[src/lmtw_pkg.sv]
// Shared types, constants and step program for the two-wire display writer.
package lmtw_pkg;

    localparam int COL_W     = 4;
    localparam int NUM_STEPS = 9;
    localparam int PHASE_W   = 4;

    localparam logic CMD_COLUMN = 1'b0;
    localparam logic CMD_BRIGHT = 1'b1;

    localparam logic [7:0] BYTE_DATA_CMD = 8'h40;
    localparam logic [7:0] BYTE_ADDR_CMD = 8'hC0;
    localparam logic [7:0] BYTE_PAD      = 8'h00;
    localparam logic [7:0] BRIGHT_MAX    = 8'd7;

    localparam logic [7:0] BRIGHT_TABLE [8] = '{
        8'hA0, 8'hA4, 8'hAA, 8'hAB, 8'hAC, 8'hAD, 8'hAE, 8'hAF
    };

    // Step positions in the fixed program
    localparam int S_START0 = 0;
    localparam int S_DCMD   = 1;
    localparam int S_STOP0  = 2;
    localparam int S_START1 = 3;
    localparam int S_ADDR   = 4;
    localparam int S_VALUE  = 5;
    localparam int S_PAD0   = 6;
    localparam int S_PAD1   = 7;
    localparam int S_STOP1  = 8;

    typedef logic [NUM_STEPS-1:0] step_mask_t;
    typedef logic [$clog2(NUM_STEPS)-1:0] step_idx_t;

    localparam step_mask_t MASK_PRE    = step_mask_t'(9'b0_0001_1111);
    localparam step_mask_t MASK_VALUE  = step_mask_t'(9'b0_0010_0000);
    localparam step_mask_t MASK_POST   = step_mask_t'(9'b1_1100_0000);
    localparam step_mask_t MASK_BRIGHT = step_mask_t'(9'b1_0010_1000);

    typedef enum logic [1:0] {
        OP_START = 2'd0,
        OP_BYTE  = 2'd1,
        OP_STOP  = 2'd2
    } op_t;

    typedef struct packed {
        step_mask_t  mask;
        logic [7:0]  value;
    } desc_t;

    typedef struct packed {
        logic push;
    } fifo_wr_t;

    typedef struct packed {
        logic pop;
    } fifo_rd_t;

    function automatic op_t step_op(input step_idx_t idx);
        op_t op;
        op = OP_BYTE;
        unique case (idx)
            step_idx_t'(S_START0), step_idx_t'(S_START1): op = OP_START;
            step_idx_t'(S_STOP0), step_idx_t'(S_STOP1):   op = OP_STOP;
            default:                                      op = OP_BYTE;
        endcase
        return op;
    endfunction

    function automatic logic [7:0] step_byte(input step_idx_t idx, input logic [7:0] value);
        logic [7:0] b;
        b = value;
        unique case (idx)
            step_idx_t'(S_DCMD): b = BYTE_DATA_CMD;
            step_idx_t'(S_ADDR): b = BYTE_ADDR_CMD;
            step_idx_t'(S_PAD0), step_idx_t'(S_PAD1): b = BYTE_PAD;
            default: b = value;
        endcase
        return b;
    endfunction

endpackage

[src/lmtw_in_if.sv]
// Input item channel: command and value.
interface lmtw_in_if;
    logic       valid;
    logic       ready;
    logic       cmd;
    logic [7:0] value;

    modport source (output valid, output cmd, output value, input ready);
    modport sink   (input valid, input cmd, input value, output ready);
endinterface

[src/lmtw_out_if.sv]
// Output phase channel: clock and data pin levels.
interface lmtw_out_if;
    logic valid;
    logic ready;
    logic clk_level;
    logic data_level;
    logic last_phase;

    modport source (output valid, output clk_level, output data_level, output last_phase,
                    input ready);
    modport sink   (input valid, input clk_level, input data_level, input last_phase,
                    output ready);
endinterface

[src/lmtw_front.sv]
// Front end: accept items, track the column and build step descriptors.
module lmtw_front #(
    parameter int COLUMNS = 14
) (
    input  logic                 clk,
    input  logic                 rst_n,
    lmtw_in_if.sink              item,
    output lmtw_pkg::fifo_wr_t   wr,
    input  logic                 wr_full,
    output lmtw_pkg::desc_t      desc
);

    localparam logic [lmtw_pkg::COL_W-1:0] LAST_COL = lmtw_pkg::COL_W'(COLUMNS - 1);

    logic [lmtw_pkg::COL_W-1:0] col_reg;
    logic [lmtw_pkg::COL_W-1:0] col_next;
    logic                       accept;
    logic                       is_last;
    logic [2:0]                 level;

    assign item.ready = !wr_full;
    assign accept     = item.valid && item.ready;
    assign is_last    = (col_reg >= LAST_COL);
    assign level      = (item.value > lmtw_pkg::BRIGHT_MAX) ? 3'd7 : item.value[2:0];

    always_comb
    begin
        col_next = col_reg;
        if (accept && item.cmd == lmtw_pkg::CMD_COLUMN)
        begin
            col_next = is_last ? '0 : col_reg + 1'b1;
        end
    end

    always_comb
    begin
        if (item.cmd == lmtw_pkg::CMD_BRIGHT)
        begin
            desc.mask  = lmtw_pkg::MASK_BRIGHT;
            desc.value = lmtw_pkg::BRIGHT_TABLE[level];
        end
        else
        begin
            desc.mask  = lmtw_pkg::MASK_VALUE
                       | ((col_reg == '0) ? lmtw_pkg::MASK_PRE : '0)
                       | (is_last ? lmtw_pkg::MASK_POST : '0);
            desc.value = item.value;
        end
    end

    assign wr.push = accept;

    always_ff @(posedge clk or negedge rst_n)
    begin
        if (!rst_n)
        begin
            col_reg <= '0;
        end
        else
        begin
            col_reg <= col_next;
        end
    end

endmodule

[src/lmtw_fifo.sv]
// Two-entry descriptor queue between front and back ends.
module lmtw_fifo (
    input  logic               clk,
    input  logic               rst_n,
    input  lmtw_pkg::fifo_wr_t wr,
    input  lmtw_pkg::desc_t    wr_desc,
    output logic               full,
    input  lmtw_pkg::fifo_rd_t rd,
    output logic               empty,
    output lmtw_pkg::desc_t    rd_desc
);

    lmtw_pkg::desc_t mem_reg [2];
    logic            wr_ptr_reg;
    logic            rd_ptr_reg;
    logic [1:0]      count_reg;
    logic [1:0]      count_next;
    logic            do_push;
    logic            do_pop;

    assign full    = (count_reg == 2'd2);
    assign empty   = (count_reg == 2'd0);
    assign do_push = wr.push && !full;
    assign do_pop  = rd.pop && !empty;
    assign rd_desc = mem_reg[rd_ptr_reg];

    always_comb
    begin
        count_next = count_reg;
        if (do_push && !do_pop)
        begin
            count_next = count_reg + 2'd1;
        end
        else if (do_pop && !do_push)
        begin
            count_next = count_reg - 2'd1;
        end
    end

    always_ff @(posedge clk or negedge rst_n)
    begin
        if (!rst_n)
        begin
            wr_ptr_reg <= 1'b0;
            rd_ptr_reg <= 1'b0;
            count_reg  <= 2'd0;
        end
        else
        begin
            count_reg <= count_next;
            if (do_push)
            begin
                wr_ptr_reg <= !wr_ptr_reg;
            end
            if (do_pop)
            begin
                rd_ptr_reg <= !rd_ptr_reg;
            end
        end
    end

    always_ff @(posedge clk)
    begin
        if (do_push)
        begin
            mem_reg[wr_ptr_reg] <= wr_desc;
        end
    end

endmodule

[src/lmtw_back.sv]
// Back end: walk the step program and emit one pin phase per transfer.
module lmtw_back (
    input  logic               clk,
    input  logic               rst_n,
    input  logic               empty,
    input  lmtw_pkg::desc_t    desc,
    output lmtw_pkg::fifo_rd_t rd,
    lmtw_out_if.source         phase
);

    lmtw_pkg::step_mask_t              mask_reg;
    lmtw_pkg::step_mask_t              mask_next;
    logic [7:0]                        value_reg;
    logic [lmtw_pkg::PHASE_W-1:0]      ph_reg;
    logic [lmtw_pkg::PHASE_W-1:0]      ph_next;
    logic                              out_valid_reg;
    logic                              out_clk_reg;
    logic                              out_data_reg;
    logic                              out_last_reg;

    lmtw_pkg::step_mask_t              cur_onehot;
    lmtw_pkg::step_idx_t               cur_idx;
    lmtw_pkg::op_t                     cur_op;
    logic [7:0]                        cur_byte;
    logic                              busy;
    logic                              advance;
    logic                              step_end;
    logic                              final_phase;
    logic                              load;
    logic                              ph_clk;
    logic                              ph_data;

    assign busy       = (mask_reg != '0);
    assign cur_onehot = mask_reg & (~mask_reg + 1'b1);

    always_comb
    begin
        cur_idx = '0;
        for (int i = lmtw_pkg::NUM_STEPS - 1; i >= 0; i--)
        begin
            if (mask_reg[i])
            begin
                cur_idx = lmtw_pkg::step_idx_t'(i);
            end
        end
    end

    assign cur_op   = lmtw_pkg::step_op(cur_idx);
    assign cur_byte = lmtw_pkg::step_byte(cur_idx, value_reg);

    always_comb
    begin
        ph_clk   = 1'b0;
        ph_data  = 1'b0;
        step_end = 1'b0;
        unique case (cur_op)
            lmtw_pkg::OP_START:
            begin
                ph_clk   = 1'b1;
                ph_data  = (ph_reg == 4'd0);
                step_end = (ph_reg == 4'd1);
            end
            lmtw_pkg::OP_STOP:
            begin
                ph_clk   = (ph_reg != 4'd0);
                ph_data  = (ph_reg == 4'd2);
                step_end = (ph_reg == 4'd2);
            end
            lmtw_pkg::OP_BYTE:
            begin
                ph_clk   = ph_reg[0];
                ph_data  = cur_byte[ph_reg[3:1]];
                step_end = (ph_reg == 4'd15);
            end
            default:
            begin
                ph_clk   = 1'b0;
                ph_data  = 1'b0;
                step_end = 1'b0;
            end
        endcase
    end

    assign advance     = busy && (!out_valid_reg || phase.ready);
    assign final_phase = step_end && ((mask_reg & ~cur_onehot) == '0);
    assign load        = (!busy || (advance && final_phase)) && !empty;
    assign rd.pop      = load;

    always_comb
    begin
        mask_next = mask_reg;
        ph_next   = ph_reg;
        if (advance)
        begin
            if (step_end)
            begin
                mask_next = mask_reg & ~cur_onehot;
                ph_next   = '0;
            end
            else
            begin
                ph_next = ph_reg + 1'b1;
            end
        end
        if (load)
        begin
            mask_next = desc.mask;
            ph_next   = '0;
        end
    end

    always_ff @(posedge clk or negedge rst_n)
    begin
        if (!rst_n)
        begin
            mask_reg      <= '0;
            ph_reg        <= '0;
            out_valid_reg <= 1'b0;
        end
        else
        begin
            mask_reg <= mask_next;
            ph_reg   <= ph_next;
            if (advance)
            begin
                out_valid_reg <= 1'b1;
            end
            else if (phase.ready)
            begin
                out_valid_reg <= 1'b0;
            end
        end
    end

    always_ff @(posedge clk)
    begin
        if (load)
        begin
            value_reg <= desc.value;
        end
        if (advance)
        begin
            out_clk_reg  <= ph_clk;
            out_data_reg <= ph_data;
            out_last_reg <= final_phase;
        end
    end

    assign phase.valid      = out_valid_reg;
    assign phase.clk_level  = out_clk_reg;
    assign phase.data_level = out_data_reg;
    assign phase.last_phase = out_last_reg;

endmodule

[src/led_matrix_two_wire_writer.sv]
// Top level of the two-wire LED display writer.
//
//  channel  | dir | payload                              | transfer when
//  ---------+-----+--------------------------------------+------------------
//  item     | in  | cmd (1), value (8)                   | valid && ready
//  phase    | out | clk_level, data_level, last_phase    | valid && ready
//
// One pin phase per cycle leaves the back-end sequencer unless phase stalls;
// a column is one byte, with set-up before the first and pads after the last.
// A two-entry queue lets items be taken while earlier ones are still emitted.
// Reset clears the column counter, queue and sequencer; no clearing pass.
// A stall on phase holds the output register and the sequencer in place.
module led_matrix_two_wire_writer #(
    parameter int COLUMNS = 14
) (
    input  logic        clk,
    input  logic        rst_n,
    lmtw_in_if.sink     item,
    lmtw_out_if.source  phase
);

    lmtw_pkg::fifo_wr_t wr;
    lmtw_pkg::fifo_rd_t rd;
    lmtw_pkg::desc_t    wr_desc;
    lmtw_pkg::desc_t    rd_desc;
    logic               full;
    logic               empty;

    lmtw_front #(
        .COLUMNS (COLUMNS)
    ) u_front (
        .clk     (clk),
        .rst_n   (rst_n),
        .item    (item),
        .wr      (wr),
        .wr_full (full),
        .desc    (wr_desc)
    );

    lmtw_fifo u_fifo (
        .clk     (clk),
        .rst_n   (rst_n),
        .wr      (wr),
        .wr_desc (wr_desc),
        .full    (full),
        .rd      (rd),
        .empty   (empty),
        .rd_desc (rd_desc)
    );

    lmtw_back u_back (
        .clk   (clk),
        .rst_n (rst_n),
        .empty (empty),
        .desc  (rd_desc),
        .rd    (rd),
        .phase (phase)
    );

endmodule

[src/flat_wrapper.sv]
// flat-port wrapper written by rule: the top's interface ports become plain ports
module led_matrix_two_wire_writer_flat 
#(
    parameter int COLUMNS = 14
)
  (clk, rst_n, item_valid, item_cmd, item_value, item_ready, phase_valid, phase_clk_level, phase_data_level, phase_last_phase, phase_ready);
  lmtw_in_if item_i ();
  lmtw_out_if phase_i ();
  input  logic clk;
  input  logic rst_n;
  input wire logic [$bits(item_i.valid)-1:0] item_valid;
  input wire logic [$bits(item_i.cmd)-1:0] item_cmd;
  input wire logic [$bits(item_i.value)-1:0] item_value;
  output wire logic [$bits(item_i.ready)-1:0] item_ready;
  output wire logic [$bits(phase_i.valid)-1:0] phase_valid;
  output wire logic [$bits(phase_i.clk_level)-1:0] phase_clk_level;
  output wire logic [$bits(phase_i.data_level)-1:0] phase_data_level;
  output wire logic [$bits(phase_i.last_phase)-1:0] phase_last_phase;
  input wire logic [$bits(phase_i.ready)-1:0] phase_ready;
  assign item_i.valid = item_valid;
  assign item_i.cmd = item_cmd;
  assign item_i.value = item_value;
  assign item_ready = item_i.ready;
  assign phase_valid = phase_i.valid;
  assign phase_clk_level = phase_i.clk_level;
  assign phase_data_level = phase_i.data_level;
  assign phase_last_phase = phase_i.last_phase;
  assign phase_i.ready = phase_ready;
  led_matrix_two_wire_writer #(.COLUMNS(COLUMNS)) u_core (.clk(clk), .rst_n(rst_n), .item(item_i), .phase(phase_i));
endmodule
[config.mk]
export PLATFORM = sky130hd
export DESIGN_NAME = led_matrix_two_wire_writer_flat
export DESIGN_NICKNAME = d
export VERILOG_FILES = /design/src/lmtw_pkg.sv /design/src/lmtw_in_if.sv /design/src/lmtw_out_if.sv /design/src/lmtw_front.sv /design/src/lmtw_fifo.sv /design/src/lmtw_back.sv /design/src/led_matrix_two_wire_writer.sv /design/src/flat_wrapper.sv
export SDC_FILE = /design/constraint.sdc
export NUM_CORES = 1
export LEC_CHECK = 0
export BUFFER_PORTS_ARGS = -buffer_cell sky130_fd_sc_hd__buf_4
export CAP_MARGIN = 20
export CELL_PAD_IN_SITES_DETAIL_PLACEMENT = 1
export CELL_PAD_IN_SITES_GLOBAL_PLACEMENT = 1
export CORE_UTILIZATION = 44
export DETAILED_ROUTE_END_ITERATION = 8
export PLACE_DENSITY_LB_ADDON = 0.08
export SYNTH_ARGS = -nofsm -noshare
export SYNTH_HDL_FRONTEND = slang
export SYNTH_SLANG_ARGS = --single-unit
[constraint.sdc]
create_clock -name clk -period 2.93 [get_ports clk]
set_input_delay 0.293 -clock clk [delete_from_list [all_inputs] [get_ports clk]]
set_output_delay 0.293 -clock clk [all_outputs]
set_load 0.1 [all_outputs]
==> impl_metrics.toml <==
[final_layout]
stdcell_count = 358
drive_gt1_share_pct = 22.1
diodes = 0
seqCellArea_mm2 = 0.00160
n_fill_cell = 683
largest_reg_flops = 24
fin_util_pct = 52.6
design_area_mm2 = 0.00336
areaGrowthSynthToFinish_pct = 15.2
multiInputGateArea_mm2 = 0.00120
finalNetCount = 296

[run]
drv_cap = 0

[placement]
placed_cells = 341
dpl-instance-area_mm2 = 0.00313
portBuffers = 17
dpl.hpwl_um = 4510
place_congestion = 0.846

[sta]
finalCriticalPeriod_ns = 2.67
max_slew_margin_pct = 54.2
tns_ns = 0
final.setup_skew_ns = 0.00709
tightestPinTransition_ns = 0.688
rsz0062_at_grt = "false"
hold_viol = 0
max_freq_mhz = 374
drv_slew = 0
setup_viol = 0
period_share_pct = 91.2

[global_routing]
grt_overflow_total = 0
grt_max_degree = 23
grtUsageTotal_pct = 19.7
grt_pass1_vias = 2177
grt_pass1_wl_um = 10600
grt_antenna_before_repair = 0

[routing]
drc = 0
vias = 2043
avgViaCountPerCell = 5.71
first_pass_iters = 4
routed_wl_um = 6130
ant_nets = 0
drt-initial-drc-count = 77
wire_per_inst_um = 17.1

[synth]
synth_fp_nets = 273
syn_avg_cell_area_um2 = 11.5
yosys_register_bits = 57
netlist_instances = 253
synth_edf_count = 35
ys.flop_type = "edfxtp_1"
yosysSeqAreaShare_pct = 54.9
synth_cell_types = 55
ys_async_sr_fraction_pct = 38.6
yosysWarnings = 0
synth.cell_area_mm2 = 0.00292

[setup_path]
cp_max_fo = 11
critPathRequiredTime_ns = 3.19
worstSetupStartpointType = "flop"
critPathTopFamily = "compound AO/OA/AOI/OAI gates"
end_kind = "flop"
cp_slowest_stage_delay_ns = 0.58
path_buf_inv = 1
path_cells = "or4_4 -> a21oi_1 -> a21oi_1 -> o21bai_1 -> o32ai_4 -> inv_4 -> ha_1 -> xor2_1 -> nor2_1 -> xor2_1"
crit_type = "flop to flop"
cp_slowest_cell = "or4_4"
crit_arrival_ns = 2.93

[die]
rows = 29
dieArea_mm2 = 0.00696
die_w_um = 83.4
core-area_mm2 = 0.00639
pin_count = 18
die_h_um = 83.4
start_util_pct = 45.7

[clock_tree]
cts.sinks = 57
cts_tree = "done"
ctsLongestPathBuffers = 2
htree_levels = 3
hold_buffers = 1
path_clk_slew_ns = 0.07
cts_setup_buffers = 0
cts_made_buffers = 9
ctsResizeCount = 0
insertion_delay_ns = 0.33
cts-root-buf = "clkbuf_8"

[power]
sw_frac_of_total_pct = 36.6
combPwrFrac_pct = 31.8
peakVddDrop_v = 0.000471
p_per_area_mw_per_mm2 = 891
p_int_mw = 1.90
seqPwrFrac_pct = 41.0
clock_power_share_pct = 27.2
p_leak_nw = 1.29
power.switching_mw = 1.09

[status]
status = "complete, no violations"

[worst_hold_path]
hp-class = "input pin to flop"
-- through the flow --
stage          worst slack, ns  total power [mW]  hold slack (ns)
2_1_floorplan            0.175              1.94         -0.00259
3_3_place_gp             0.285              2.18            0.208
3_5_place_dp             0.261              2.21            0.211
4_1_cts                  0.242              3.03            0.218
5_1_grt                 0.0754              3.19            0.227
6_report                 0.258              2.99            0.238
-- path summary, 6_finish.rpt --
check                      slack [ns]                                     end  cells after the start                             startpoint
max in group asynchronous        2.28   u_core.u_front.col_reg[3]$_DFFE_PN0P_                      2                                  rst_n
max                              0.26  u_core.u_fifo.count_reg[1]$_DFFE_PN0P_                     10  u_core.u_back.mask_reg[2]$_DFFE_PN0P_
min                              0.24   u_core.u_fifo.mem_reg[1][5]$_DFFE_PP_                      2                          item_value[5]
max reg2reg                      0.26  u_core.u_fifo.count_reg[1]$_DFFE_PN0P_                     10  u_core.u_back.mask_reg[2]$_DFFE_PN0P_
min in group asynchronous        0.39     u_core.u_back.ph_reg[3]$_DFFE_PN0P_                      2                                  rst_n
min reg2reg                      0.51    u_core.u_fifo.wr_ptr_reg$_DFFE_PN0P_                      1   u_core.u_fifo.wr_ptr_reg$_DFFE_PN0P_
-- logic make-up (layout without fill, tap and decap cells) --
kind of cell,after synthesis,after routing,synth area share [%]
simple gates,81,81,14.9
compound gates,60,60,15.3
flops,57,57,54.9
buf+inv,27,55,4.12
mux,16,16,6.30
fa+ha+maj,7,7,3.00
xor+xnor,5,5,1.50
-- cells in the mapped netlist (2+ instances only) --
cell / count / share of area [%]
nand2_1: 18 / 2.3
or4_1: 3 / 0.77
o21ai_0: 10 / 1.7
clkbuf_1: 7 / 0.90
ha_1: 7 / 3.0
a211oi_1: 2 / 0.51
a21oi_1: 11 / 1.9
or2_2: 4 / 0.86
o41ai_1: 5 / 1.5
xnor2_1: 2 / 0.60
nand3_1: 5 / 0.86
o31ai_1: 5 / 1.3
o21ai_1: 3 / 0.51
a21o_1: 2 / 0.51
a221oi_1: 2 / 0.60
edfxtp_1: 35 / 36
a31oi_1: 3 / 0.64
nand4_1: 2 / 0.43
dfrtp_1: 22 / 19
nand4b_1: 2 / 0.60
nor2_1: 17 / 2.2
nor2b_1: 6 / 1.3
nand2b_1: 4 / 0.86
o211ai_1: 2 / 0.51
nor3_1: 6 / 1.0
or4_4: 2 / 0.77
nor4_1: 3 / 0.64
and3_1: 3 / 0.64
xor2_1: 3 / 0.90
inv_1: 12 / 1.5
or3_1: 3 / 0.64
o21bai_1: 3 / 0.77
mux2i_1: 6 / 2.1
mux2_2: 9 / 3.5
buf_2: 4 / 0.69
-- worst register-to-register path, stage by stage (launching register included) --
cell and delay (ns):
dfrtp_1 0.49, or4_4 0.58, a21oi_1 0.15, a21oi_1 0.07, o21bai_1 0.28, o32ai_4 0.34, inv_4 0.09, ha_1 0.20
xor2_1 0.14, nor2_1 0.11, xor2_1 0.14
-- metal layers --
layer / vias to the layer above / global-route usage [%] / part of all wire (%)
met2: 34 / 33.4 / 50
li1: 987 / - / -
met4: 0 / 8.01 / 1.9
met1: 1011 / 24.4 / 45
met3: 11 / 4.47 / 2.6
met5: - / 0 / 0
-- area by class of cell --
| cell class | count | area share, % |
|---|---|---|
| clock buffers | 9 | 3.68 |
| clock inverters | 7 | 2.83 |
| inverters | 13 | 1.53 |
| multi-input cells | 169 | 35.6 |
| flip-flops and latches | 57 | 47.6 |
| well taps | 77 | 2.87 |
| repair buffers | 26 | 5.88 |
-- cells in the final DEF, fill, tap and decap left out, types with 4 or more instances in the layout --
cell and n:
mux2i_1 6, clkbuf_8 9, nor2_1 17, buf_4 25, mux2_2 9, inv_1 12, o21ai_0 10, nor2b_1 6
a21oi_1 11, nand2_1 18, o31ai_1 5, nor3_1 6, edfxtp_1 35, or2_2 4, o41ai_1 5, dfrtp_1 22
nand3_1 5, nand2b_1 4, ha_1 7
-- power by group through the flow --
| stage | sequential, mW | clock, mW | combinational (mW) |
|---|---|---|---|
| after global placement | 1.24 | 0 | 0.939 |
| final | 1.23 | 0.815 | 0.951 |
| after floorplan | 1.24 | 0 | 0.697 |
| after detailed placement | 1.25 | 0 | 0.960 |
| after global routing | 1.26 | 0.868 | 1.06 |
| after CTS | 1.23 | 0.832 | 0.962 |
Power figures use the tool's default switching activity.
